`src/hw/rtl/sthd_pkg.sv`:
```
// ----------------------------------------------------------------------------
// sthd_pkg: shared definitions for the scheduled thermostat heat decision
// Field widths, register indexes, operating modes and the window test.
// ----------------------------------------------------------------------------
package sthd_pkg;

	localparam int MIN_W      = 11;
	localparam int DAY_W      = 3;
	localparam int TEMP_W     = 12;
	localparam int MODE_W     = 2;
	localparam int CFG_IDX_W  = 3;
	localparam int CFG_DATA_W = 46;
	localparam int PERIOD_W   = MIN_W + TEMP_W;
	localparam int WATER_W    = 2 * MIN_W + TEMP_W + 1;

	localparam int REG_WEEKDAY_SLOTS = 4;
	localparam int REG_WEEKEND_SLOTS = 2;

	localparam int DEF_WEEKDAY_PERIODS = 4;
	localparam int DEF_WEEKEND_PERIODS = 2;

	localparam logic [DAY_W-1:0] DAY_SATURDAY = 3'd6;
	localparam logic [DAY_W-1:0] DAY_SUNDAY   = 3'd7;

	typedef enum logic [MODE_W-1:0] {
		MODE_OFF     = 2'd0,
		MODE_WATER   = 2'd1,
		MODE_HEATING = 2'd2,
		MODE_MANUAL  = 2'd3
	} mode_t;

	typedef enum logic [CFG_IDX_W-1:0] {
		REG_MODE      = 3'd0,
		REG_MANUAL_SP = 3'd1,
		REG_WATER     = 3'd2,
		REG_WKDAY_0   = 3'd3,
		REG_WKDAY_1   = 3'd4,
		REG_WKDAY_2   = 3'd5,
		REG_WKDAY_3   = 3'd6,
		REG_WKEND     = 3'd7
	} reg_idx_t;

	// Window [start, end); start > end wraps past midnight and includes end,
	// start == end never matches.
	function automatic logic in_window(
		input logic [MIN_W-1:0] now,
		input logic [MIN_W-1:0] start,
		input logic [MIN_W-1:0] stop
	);
		logic hit;
		hit = 1'b0;
		if (start < stop) begin
			hit = (now >= start) && (now < stop);
		end else if (start > stop) begin
			hit = !((now > stop) && (now < start));
		end
		return hit;
	endfunction

endpackage

```
`src/hw/rtl/sthd_if.sv`:
```
// ----------------------------------------------------------------------------
// sthd_if: request channels of the heat decision unit
// Sample input, decision output and configuration write channels.
// ----------------------------------------------------------------------------
interface sthd_in_if
	import sthd_pkg::*;
();
	logic                     valid;
	logic                     ready;
	logic [MIN_W-1:0]         minute_of_day;
	logic [DAY_W-1:0]         day_of_week;
	logic signed [TEMP_W-1:0] boiler_temp;
	logic signed [TEMP_W-1:0] room_temp;

	modport source (output valid, minute_of_day, day_of_week, boiler_temp, room_temp,
		input ready);
	modport sink (input valid, minute_of_day, day_of_week, boiler_temp, room_temp,
		output ready);
endinterface

interface sthd_out_if
	import sthd_pkg::*;
();
	logic                     valid;
	logic                     ready;
	logic                     heat_on;
	logic signed [TEMP_W-1:0] shown_setpoint;
	logic                     setpoint_valid;

	modport source (output valid, heat_on, shown_setpoint, setpoint_valid, input ready);
	modport sink (input valid, heat_on, shown_setpoint, setpoint_valid, output ready);
endinterface

interface sthd_cfg_if
	import sthd_pkg::*;
();
	logic                  valid;
	logic                  ready;
	logic [CFG_IDX_W-1:0]  index;
	logic [CFG_DATA_W-1:0] data;

	modport source (output valid, index, data, input ready);
	modport sink (input valid, index, data, output ready);
endinterface

```
`src/hw/rtl/scheduled_thermostat_heat_decision_unit.sv`:
```
// ----------------------------------------------------------------------------
// scheduled_thermostat_heat_decision_unit: boiler on/off decision per sample
// Three-stage pipeline deciding heat from mode, schedule and temperatures.
// ----------------------------------------------------------------------------
// One request in, one decision out, one request per cycle sustained while the
// output is taken. Stage 1 runs every window and temperature compare for both
// the weekday and the weekend schedule, stage 2 walks the period matches in
// order, stage 3 picks the schedule and the mode and holds the result. The
// stages advance together: the input is ready whenever the output register is
// empty or being taken, so a stalled output backs up the whole pipe without
// loss. Configuration writes are always ready and should only be issued with
// the pipe empty. Schedule periods run from their own start to the next
// period's start, the last one wrapping to the first.
module scheduled_thermostat_heat_decision_unit
	import sthd_pkg::*;
#(
	parameter int WEEKDAY_PERIODS = DEF_WEEKDAY_PERIODS,
	parameter int WEEKEND_PERIODS = DEF_WEEKEND_PERIODS
) (
	input logic        clk,
	input logic        arst_n,
	sthd_in_if.sink    in_ch,
	sthd_out_if.source out_ch,
	sthd_cfg_if.sink   cfg_ch
);

	// ---------------- configuration registers ----------------
	mode_t                    mode_q;
	logic signed [TEMP_W-1:0] manual_sp_q;
	logic [WATER_W-1:0]       water_q;
	logic [PERIOD_W-1:0]      wkday_q [REG_WEEKDAY_SLOTS];
	logic [2*PERIOD_W-1:0]    wkend_q;

	assign cfg_ch.ready = 1'b1;

	always_ff @(posedge clk or negedge arst_n) begin
		if (!arst_n) begin
			mode_q      <= MODE_OFF;
			manual_sp_q <= '0;
			water_q     <= '0;
			wkend_q     <= '0;
			for (int i = 0; i < REG_WEEKDAY_SLOTS; i++) begin
				wkday_q[i] <= '0;
			end
		end else if (cfg_ch.valid) begin
			case (reg_idx_t'(cfg_ch.index))
				REG_MODE:      mode_q      <= mode_t'(cfg_ch.data[MODE_W-1:0]);
				REG_MANUAL_SP: manual_sp_q <= $signed(cfg_ch.data[TEMP_W-1:0]);
				REG_WATER:     water_q     <= cfg_ch.data[WATER_W-1:0];
				REG_WKDAY_0:   wkday_q[0]  <= cfg_ch.data[PERIOD_W-1:0];
				REG_WKDAY_1:   wkday_q[1]  <= cfg_ch.data[PERIOD_W-1:0];
				REG_WKDAY_2:   wkday_q[2]  <= cfg_ch.data[PERIOD_W-1:0];
				REG_WKDAY_3:   wkday_q[3]  <= cfg_ch.data[PERIOD_W-1:0];
				REG_WKEND:     wkend_q     <= cfg_ch.data[2*PERIOD_W-1:0];
				default: ;
			endcase
		end
	end

	// Unpack water settings
	logic [MIN_W-1:0]         water_start;
	logic [MIN_W-1:0]         water_end;
	logic signed [TEMP_W-1:0] water_target;
	logic                     water_watch;

	assign water_start  = water_q[MIN_W-1:0];
	assign water_end    = water_q[2*MIN_W-1:MIN_W];
	assign water_target = $signed(water_q[2*MIN_W+TEMP_W-1:2*MIN_W]);
	assign water_watch  = water_q[WATER_W-1];

	// Unpack schedule periods; weekend slots beyond the register read as zero
	logic [MIN_W-1:0]         wd_start  [WEEKDAY_PERIODS];
	logic signed [TEMP_W-1:0] wd_target [WEEKDAY_PERIODS];
	logic [MIN_W-1:0]         we_start  [WEEKEND_PERIODS];
	logic signed [TEMP_W-1:0] we_target [WEEKEND_PERIODS];

	for (genvar g = 0; g < WEEKDAY_PERIODS; g++) begin : g_wd_unpack
		assign wd_start[g]  = wkday_q[g][MIN_W-1:0];
		assign wd_target[g] = $signed(wkday_q[g][PERIOD_W-1:MIN_W]);
	end

	for (genvar g = 0; g < WEEKEND_PERIODS; g++) begin : g_we_unpack
		if (g < REG_WEEKEND_SLOTS) begin : g_reg
			assign we_start[g]  = wkend_q[g*PERIOD_W +: MIN_W];
			assign we_target[g] = $signed(wkend_q[g*PERIOD_W+MIN_W +: TEMP_W]);
		end else begin : g_zero
			assign we_start[g]  = '0;
			assign we_target[g] = '0;
		end
	end

	// ---------------- pipeline control ----------------
	logic v_s1, v_s2, v_s3;
	logic adv;

	assign adv          = !v_s3 || out_ch.ready;
	assign in_ch.ready  = adv;

	always_ff @(posedge clk or negedge arst_n) begin
		if (!arst_n) begin
			v_s1 <= 1'b0;
			v_s2 <= 1'b0;
			v_s3 <= 1'b0;
		end else if (adv) begin
			v_s1 <= in_ch.valid;
			v_s2 <= v_s1;
			v_s3 <= v_s2;
		end
	end

	// ---------------- stage 1: compares ----------------
	logic [WEEKDAY_PERIODS-1:0] wd_match_s1, wd_hot_s1;
	logic [WEEKEND_PERIODS-1:0] we_match_s1, we_hot_s1;
	logic                       weekend_s1;
	logic                       water_heat_s1;
	logic                       manual_heat_s1;

	logic [WEEKDAY_PERIODS-1:0] wd_match_c, wd_hot_c;
	logic [WEEKEND_PERIODS-1:0] we_match_c, we_hot_c;

	for (genvar g = 0; g < WEEKDAY_PERIODS; g++) begin : g_wd_cmp
		localparam int NXT = (g + 1) % WEEKDAY_PERIODS;
		assign wd_match_c[g] = in_window(in_ch.minute_of_day, wd_start[g], wd_start[NXT]);
		assign wd_hot_c[g]   = in_ch.boiler_temp < wd_target[g];
	end

	for (genvar g = 0; g < WEEKEND_PERIODS; g++) begin : g_we_cmp
		localparam int NXT = (g + 1) % WEEKEND_PERIODS;
		assign we_match_c[g] = in_window(in_ch.minute_of_day, we_start[g], we_start[NXT]);
		assign we_hot_c[g]   = in_ch.boiler_temp < we_target[g];
	end

	always_ff @(posedge clk) begin
		if (adv) begin
			wd_match_s1    <= wd_match_c;
			wd_hot_s1      <= wd_hot_c;
			we_match_s1    <= we_match_c;
			we_hot_s1      <= we_hot_c;
			weekend_s1     <= (in_ch.day_of_week == DAY_SATURDAY) ||
				(in_ch.day_of_week == DAY_SUNDAY);
			water_heat_s1  <= in_window(in_ch.minute_of_day, water_start, water_end) &&
				(!water_watch || (in_ch.boiler_temp < water_target));
			manual_heat_s1 <= in_ch.room_temp < manual_sp_q;
		end
	end

	// ---------------- stage 2: period walk ----------------
	// First matched period that is above the boiler wins; otherwise the last
	// matched period is shown without heating.
	logic                     wd_heat_c, wd_any_c;
	logic signed [TEMP_W-1:0] wd_shown_c;
	logic                     we_heat_c, we_any_c;
	logic signed [TEMP_W-1:0] we_shown_c;

	always_comb begin
		wd_heat_c  = 1'b0;
		wd_any_c   = 1'b0;
		wd_shown_c = '0;
		for (int i = 0; i < WEEKDAY_PERIODS; i++) begin
			if (!wd_heat_c && wd_match_s1[i]) begin
				wd_any_c   = 1'b1;
				wd_shown_c = wd_target[i];
				wd_heat_c  = wd_hot_s1[i];
			end
		end
	end

	always_comb begin
		we_heat_c  = 1'b0;
		we_any_c   = 1'b0;
		we_shown_c = '0;
		for (int i = 0; i < WEEKEND_PERIODS; i++) begin
			if (!we_heat_c && we_match_s1[i]) begin
				we_any_c   = 1'b1;
				we_shown_c = we_target[i];
				we_heat_c  = we_hot_s1[i];
			end
		end
	end

	logic                     wd_heat_s2, wd_any_s2;
	logic signed [TEMP_W-1:0] wd_shown_s2;
	logic                     we_heat_s2, we_any_s2;
	logic signed [TEMP_W-1:0] we_shown_s2;
	logic                     weekend_s2;
	logic                     water_heat_s2;
	logic                     manual_heat_s2;

	always_ff @(posedge clk) begin
		if (adv) begin
			wd_heat_s2     <= wd_heat_c;
			wd_any_s2      <= wd_any_c;
			wd_shown_s2    <= wd_shown_c;
			we_heat_s2     <= we_heat_c;
			we_any_s2      <= we_any_c;
			we_shown_s2    <= we_shown_c;
			weekend_s2     <= weekend_s1;
			water_heat_s2  <= water_heat_s1;
			manual_heat_s2 <= manual_heat_s1;
		end
	end

	// ---------------- stage 3: schedule and mode select ----------------
	logic                     heat_c, sp_valid_c;
	logic signed [TEMP_W-1:0] shown_c;

	always_comb begin
		heat_c     = 1'b0;
		sp_valid_c = 1'b0;
		shown_c    = '0;
		case (mode_q)
			MODE_OFF:    heat_c = 1'b0;
			MODE_WATER:  heat_c = water_heat_s2;
			MODE_HEATING: begin
				heat_c     = weekend_s2 ? we_heat_s2  : wd_heat_s2;
				sp_valid_c = weekend_s2 ? we_any_s2   : wd_any_s2;
				shown_c    = weekend_s2 ? we_shown_s2 : wd_shown_s2;
			end
			MODE_MANUAL: heat_c = manual_heat_s2;
			default:     heat_c = 1'b0;
		endcase
	end

	logic                     heat_s3, sp_valid_s3;
	logic signed [TEMP_W-1:0] shown_s3;

	always_ff @(posedge clk) begin
		if (adv) begin
			heat_s3     <= heat_c;
			sp_valid_s3 <= sp_valid_c;
			shown_s3    <= shown_c;
		end
	end

	assign out_ch.valid          = v_s3;
	assign out_ch.heat_on        = heat_s3;
	assign out_ch.shown_setpoint = shown_s3;
	assign out_ch.setpoint_valid = sp_valid_s3;

endmodule

```
`src/flat_wrapper.sv`:
```
// flat-port wrapper written by rule: the top's interface ports become plain ports
module scheduled_thermostat_heat_decision_unit_flat import sthd_pkg::*;
#(
	parameter int WEEKDAY_PERIODS = DEF_WEEKDAY_PERIODS,
	parameter int WEEKEND_PERIODS = DEF_WEEKEND_PERIODS
)
  (clk, arst_n, in_ch_valid, in_ch_minute_of_day, in_ch_day_of_week, in_ch_boiler_temp, in_ch_room_temp, in_ch_ready, out_ch_valid, out_ch_heat_on, out_ch_shown_setpoint, out_ch_setpoint_valid, out_ch_ready, cfg_ch_valid, cfg_ch_index, cfg_ch_data, cfg_ch_ready);
  sthd_in_if in_ch_i ();
  sthd_out_if out_ch_i ();
  sthd_cfg_if cfg_ch_i ();
  input logic clk;
  input logic arst_n;
  input wire logic [$bits(in_ch_i.valid)-1:0] in_ch_valid;
  input wire logic [$bits(in_ch_i.minute_of_day)-1:0] in_ch_minute_of_day;
  input wire logic [$bits(in_ch_i.day_of_week)-1:0] in_ch_day_of_week;
  input wire logic [$bits(in_ch_i.boiler_temp)-1:0] in_ch_boiler_temp;
  input wire logic [$bits(in_ch_i.room_temp)-1:0] in_ch_room_temp;
  output wire logic [$bits(in_ch_i.ready)-1:0] in_ch_ready;
  output wire logic [$bits(out_ch_i.valid)-1:0] out_ch_valid;
  output wire logic [$bits(out_ch_i.heat_on)-1:0] out_ch_heat_on;
  output wire logic [$bits(out_ch_i.shown_setpoint)-1:0] out_ch_shown_setpoint;
  output wire logic [$bits(out_ch_i.setpoint_valid)-1:0] out_ch_setpoint_valid;
  input wire logic [$bits(out_ch_i.ready)-1:0] out_ch_ready;
  input wire logic [$bits(cfg_ch_i.valid)-1:0] cfg_ch_valid;
  input wire logic [$bits(cfg_ch_i.index)-1:0] cfg_ch_index;
  input wire logic [$bits(cfg_ch_i.data)-1:0] cfg_ch_data;
  output wire logic [$bits(cfg_ch_i.ready)-1:0] cfg_ch_ready;
  assign in_ch_i.valid = in_ch_valid;
  assign in_ch_i.minute_of_day = in_ch_minute_of_day;
  assign in_ch_i.day_of_week = in_ch_day_of_week;
  assign in_ch_i.boiler_temp = in_ch_boiler_temp;
  assign in_ch_i.room_temp = in_ch_room_temp;
  assign in_ch_ready = in_ch_i.ready;
  assign out_ch_valid = out_ch_i.valid;
  assign out_ch_heat_on = out_ch_i.heat_on;
  assign out_ch_shown_setpoint = out_ch_i.shown_setpoint;
  assign out_ch_setpoint_valid = out_ch_i.setpoint_valid;
  assign out_ch_i.ready = out_ch_ready;
  assign cfg_ch_i.valid = cfg_ch_valid;
  assign cfg_ch_i.index = cfg_ch_index;
  assign cfg_ch_i.data = cfg_ch_data;
  assign cfg_ch_ready = cfg_ch_i.ready;
  scheduled_thermostat_heat_decision_unit #(.WEEKDAY_PERIODS(WEEKDAY_PERIODS), .WEEKEND_PERIODS(WEEKEND_PERIODS)) u_core (.clk(clk), .arst_n(arst_n), .in_ch(in_ch_i), .out_ch(out_ch_i), .cfg_ch(cfg_ch_i));
endmodule
```
`config.mk`:
```
export PLATFORM = sky130hd
export DESIGN_NAME = scheduled_thermostat_heat_decision_unit_flat
export DESIGN_NICKNAME = d
export VERILOG_FILES = /design/src/hw/rtl/sthd_pkg.sv /design/src/hw/rtl/sthd_if.sv /design/src/hw/rtl/scheduled_thermostat_heat_decision_unit.sv /design/src/flat_wrapper.sv
export SDC_FILE = /design/constraint.sdc
export NUM_CORES = 1
export LEC_CHECK = 0
export BUFFER_PORTS_ARGS = -buffer_cell sky130_fd_sc_hd__buf_2
export CORE_MARGIN = 2
export CORE_UTILIZATION = 60
export CTS_BUF_LIST = sky130_fd_sc_hd__clkbuf_2 sky130_fd_sc_hd__clkbuf_4 sky130_fd_sc_hd__clkbuf_8
export DETAILED_ROUTE_END_ITERATION = 10
export MAX_ROUTING_LAYER = met4
export PLACE_DENSITY_LB_ADDON = 0.3
export SYNTH_ARGS = -nofsm -noshare
export SYNTH_HDL_FRONTEND = slang
export SYNTH_SLANG_ARGS = --single-unit
```
`constraint.sdc`:
```
create_clock -name clk -period 6.6 [get_ports clk]
set_input_delay 1.65 -clock clk [delete_from_list [all_inputs] [get_ports clk]]
set_output_delay 1.65 -clock clk [all_outputs]
set_load 0.005 [all_outputs]
```
# Word-level counts from Yosys, hierarchy flattened
# Cells that the tools add are included.
word_totals:
  regBits: 250
  wordCells: 165
  input_bits: 92
  output_inout_bits: 17
op_classes:
  eq_ne: 12
  n_reduce_logical: 46
  mux: 33
  magnitude_cmp: 44
ops:
  columns: ["cell", "count"]
  rows:
  - ["< comparator 11 bit", 15]
  - ["greater-than comparator 11 bit", 14]
  - ["< comparator 12 bit", 8]
  - ["2-to-1 mux 12 bit", 7]
  - [">= comparator 11 bit", 7]
  - ["2-to-1 mux 1 bit", 25]
  - ["logical AND 1 bit", 19]
  - ["equality test 3 bit (second input constant)", 6]
  - ["AND reduction 2 bit", 8]
  - ["zero test 1 bit", 13]
  - ["equality test 3 x 2 -> 1 bit (second input constant)", 2]
  - ["equality test 2 bit (second input constant)", 2]
  - ["case mux 1 bit (4 select lines)", 1]
  - ["equality test 3 x 1 -> 1 bit (second input constant)", 1]
  - ["zero test 3 bit", 1]
  - ["logical OR 1 bit", 3]
  - ["OR reduction 3 bit", 1]
  - ["equality test 2 x 1 -> 1 bit (second input constant)", 1]
  - ["zero test 2 bit", 1]

# Depth between registers and ports, before layout
logic_depth:
  ltp_word: 10
  mapped_depth: 8
  ltp_nobuf: 8

# Least setup slack after synthesis
# OpenSTA, ideal clock, no wires.
synth_path:
  path_type: "in2out"
  startpoint: "in out_ch_ready"
  endpoint: "out in_ch_ready"
  t_required_ns: 4.950
  path_stages: 1
  t_arrival_ns: 3.227
  slack_ns: 1.723
  path_buffers: 0
  path_cell_list: "nand2b_1"
synth_between:
  elab_chain_len: 1
synth_lines:
  columns: ["element", "line_no", "text"]
  rows:
  - ["start, declared", "flat_wrapper.sv:23", "input wire logic [$bits(out_ch_i.ready)-1:0] out_ch_ready;"]
  - ["logical OR 1 bit", "scheduled_thermostat_heat_decision_unit.sv:96", "assign adv = !v_s3 || out_ch.ready;"]
  - ["end, declared", "flat_wrapper.sv:18", "output wire logic [$bits(in_ch_i.ready)-1:0] in_ch_ready;"]
# No other way between the ends.

# Worst setup path after layout
# Same ends and word-level chain as after synthesis.

==> results.cfg <==
[run_status]
status = completed

[sta]
whs_ns = 0.421
setup_viol = 0
max_freq_mhz = 232
rsz0062_at_grt = no
fin_crit_ns = 4.30
slew_headroom = 0.412
final_hold_viol_count = 0
max_slew.worst_pin.slew_ns = 0.880
finalSetupTns_ns = 0
maxSlewViolCount = 0
finalCritPeriodShare = 0.652
clock_skew_ns = 0.0215
fin_ws_ns = 2.30

[setup_path]
crit_fanout = 64
r2r_setup_slack_ns = 3.90
worstSetupStartpoint = out_ch_ready
reg2reg_from = u_core.water_q[19]
worstPathRequired_ns = 4.95
crit_end = in_ch_ready
start_kind = primary input
ff2ff_path_depth = 8
worstPathArrival_ns = 2.65
crit_type = primary input to primary output
cp-end-kind = primary output
r2r-end = u_core.water_heat_s1

[routing]
drt_iter0_markers = 837
avgViaCountPerCell = 5.88
drt-total-wl_um = 38100
ant_nets = 0
drc = 0
vias = 11600
post_drt_wl_per_cell_um = 19.3
first_pass_iters = 5

[global_route]
grt_overflow_total = 0
antenna_found_initial = 0
grt_pass1_vias = 11400
grt_pass1_wl_um = 60100
grt_max_degree = 81
grt.total_usage = 0.298

[placement]
gp_congestion = 0.880
port_buffers = 106
hpwl_um = 27700
place_inst = 1895
place_area_mm2 = 0.0163
place_ws_ns = 2.27

[clocking]
post_cts_buffers = 0
cts.sinks = 250
hold_buffers = 0
cts_tree = yes
h-tree-depth = 2
clockBufferDepth = 3
clk_pin_slew_ns = 0.05
cts_made_buffers = 44
cts_root_buffer = clkbuf_8
insertion_delay_ns = 0.56
ctsResizeCount = 0

[layout]
nNetsFinal = 1945
final_cell_count_no_fill = 1976
fillers = 1947
diodes = 0
stdcell_area_mm2 = 0.0172
drive_gt1_frac = 0.199
fin_util = 0.683
area_growth_pct = 11.5

[power_and_ir_drop]
power_mw = 5.72
powerDensity_mw_per_mm2 = 332
p_leak_nw = 8.40
vdd_ir_drop_max_mv = 0.260

[logic_synthesis]
synth-seq-cells = 250
synth_area_leader_cell = dfrtp_1
synthesis.nets = 1823
ys_types = 52
ys_warn_count = 0
async_flop_share = 0.760
synth.area.top_cells = dfrtp_1 31%, ha_1 20%, edfxtp_1 12%
synth_cells = 1489
ys_top_cells_by_count = 242 x ha_1, 190 x dfrtp_1, 184 x inv_1
avgSynthCellArea_um2 = 10.4
ys.flop_type = dfrtp_1
synth_top_area_share = 0.307
synth.most_common_cell = ha_1
synth_seq_area_share = 0.424
synth_area_mm2 = 0.0155
synth_edf_count = 60

[min_path]
hold_path.class = flop to flop

[die]
die_h_um = 165
initial_core_util = 0.613
ios = 109
rows = 58
dieArea_mm2 = 0.0271
die_w_um = 165
coreArea_mm2 = 0.0253

[run]
max_cap_violations = 0
where the power goes:
group	switching, mW	internal, mW	total, mW	leakage, nW
logic	1.09	0.821	1.91	5.00
registers	0.262	2.07	2.33	2.92
clock network	0.650	0.822	1.47	0.486
critical path, cell delays in order:
cell and delay (ns):
buf_2 0.08, nand2b_4 0.68, buf_2 0.24
cell families after synthesis:
family | after synthesis | share of synthesized area
AO/OA/AOI/OAI | 319 | 0.124
adder cells (fa/ha/maj) | 242 | 0.196
buffers and inverters | 224 | 0.0562
flip-flops | 250 | 0.424
multiplexers | 139 | 0.100
other | 1 | 0.000242
AND/OR/NAND/NOR | 314 | 0.0997
worst min-delay path by stage:
stage,end,from,slack [ns],depth (start not counted)
finish,u_core.manual_heat_s2,u_core.manual_heat_s1,0.42,0
global route,u_core.manual_heat_s2,u_core.manual_heat_s1,0.45,0
CTS,u_core.manual_heat_s2,u_core.manual_heat_s1,0.42,0
detailed placement,u_core.manual_heat_s2,u_core.manual_heat_s1,0.41,0
global placement,u_core.manual_heat_s2,u_core.manual_heat_s1,0.40,0
floorplan,u_core.manual_heat_s2,u_core.manual_heat_s1,0.40,0
cells in the final DEF, fill, tap and decap left out, types with 5 or more instances in the layout:
cell,Yosys,routed
ha_1,242,242
dfrtp_1,190,190
inv_1,184,184
o21ai_0,138,138
mux2_2,124,124
nand2_1,122,122
buf_2,20,105
a21oi_1,61,61
edfxtp_1,60,60
a21o_1,52,52
clkbuf_8,0,52
nand4_1,44,44
nor2_1,34,34
nand3_1,33,33
nor3_1,28,27
clkbuf_4,0,21
a211oi_1,20,20
mux2i_1,15,15
o211ai_1,15,15
nand2b_1,15,14
nand3b_1,10,10
buf_4,1,10
nor2b_1,5,5
clkinv_2,0,5
per-layer routing:
metal / track usage / share of wire / vias to the layer above
li1: - / - / 5599
met1: 0.381 / 0.43 / 5610
met2: 0.483 / 0.47 / 342
met3: 0.0535 / 0.066 / 75
met4: 0.0968 / 0.026 / 0
met5: - / 0 / -
final cells by class:
class,instances,area (um^2),area share
Clock buffer,72,860,0.0499
Clock inverter,9,47.5,0.00276
Inverter,184,691,0.0401
Multi-Input combinational cell,1015,8060,0.468
Sequential cell,250,6560,0.380
Tap cell,330,413,0.0239
Timing Repair Buffer,116,614,0.0356
state kept, by name, summed over array words and instances (netlist names), 2 cells and up:
| name | cells |
|---|---|
| u_core.wd_match_s1 | 4 |
| u_core.we_shown_s2 | 12 |
| u_core.water_q | 35 |
| u_core.we_match_s1 | 2 |
| u_core.mode_q | 2 |
| u_core.out_ch.shown_setpoint | 12 |
| u_core.wd_start | 44 |
| u_core.we_hot_s1 | 2 |
| u_core.wkend_q | 46 |
| u_core.wd_hot_s1 | 4 |
| u_core.wd_target | 48 |
| u_core.wd_shown_s2 | 12 |
| u_core.manual_sp_q | 12 |
Note: power is estimated with default switching activity, not from simulation.
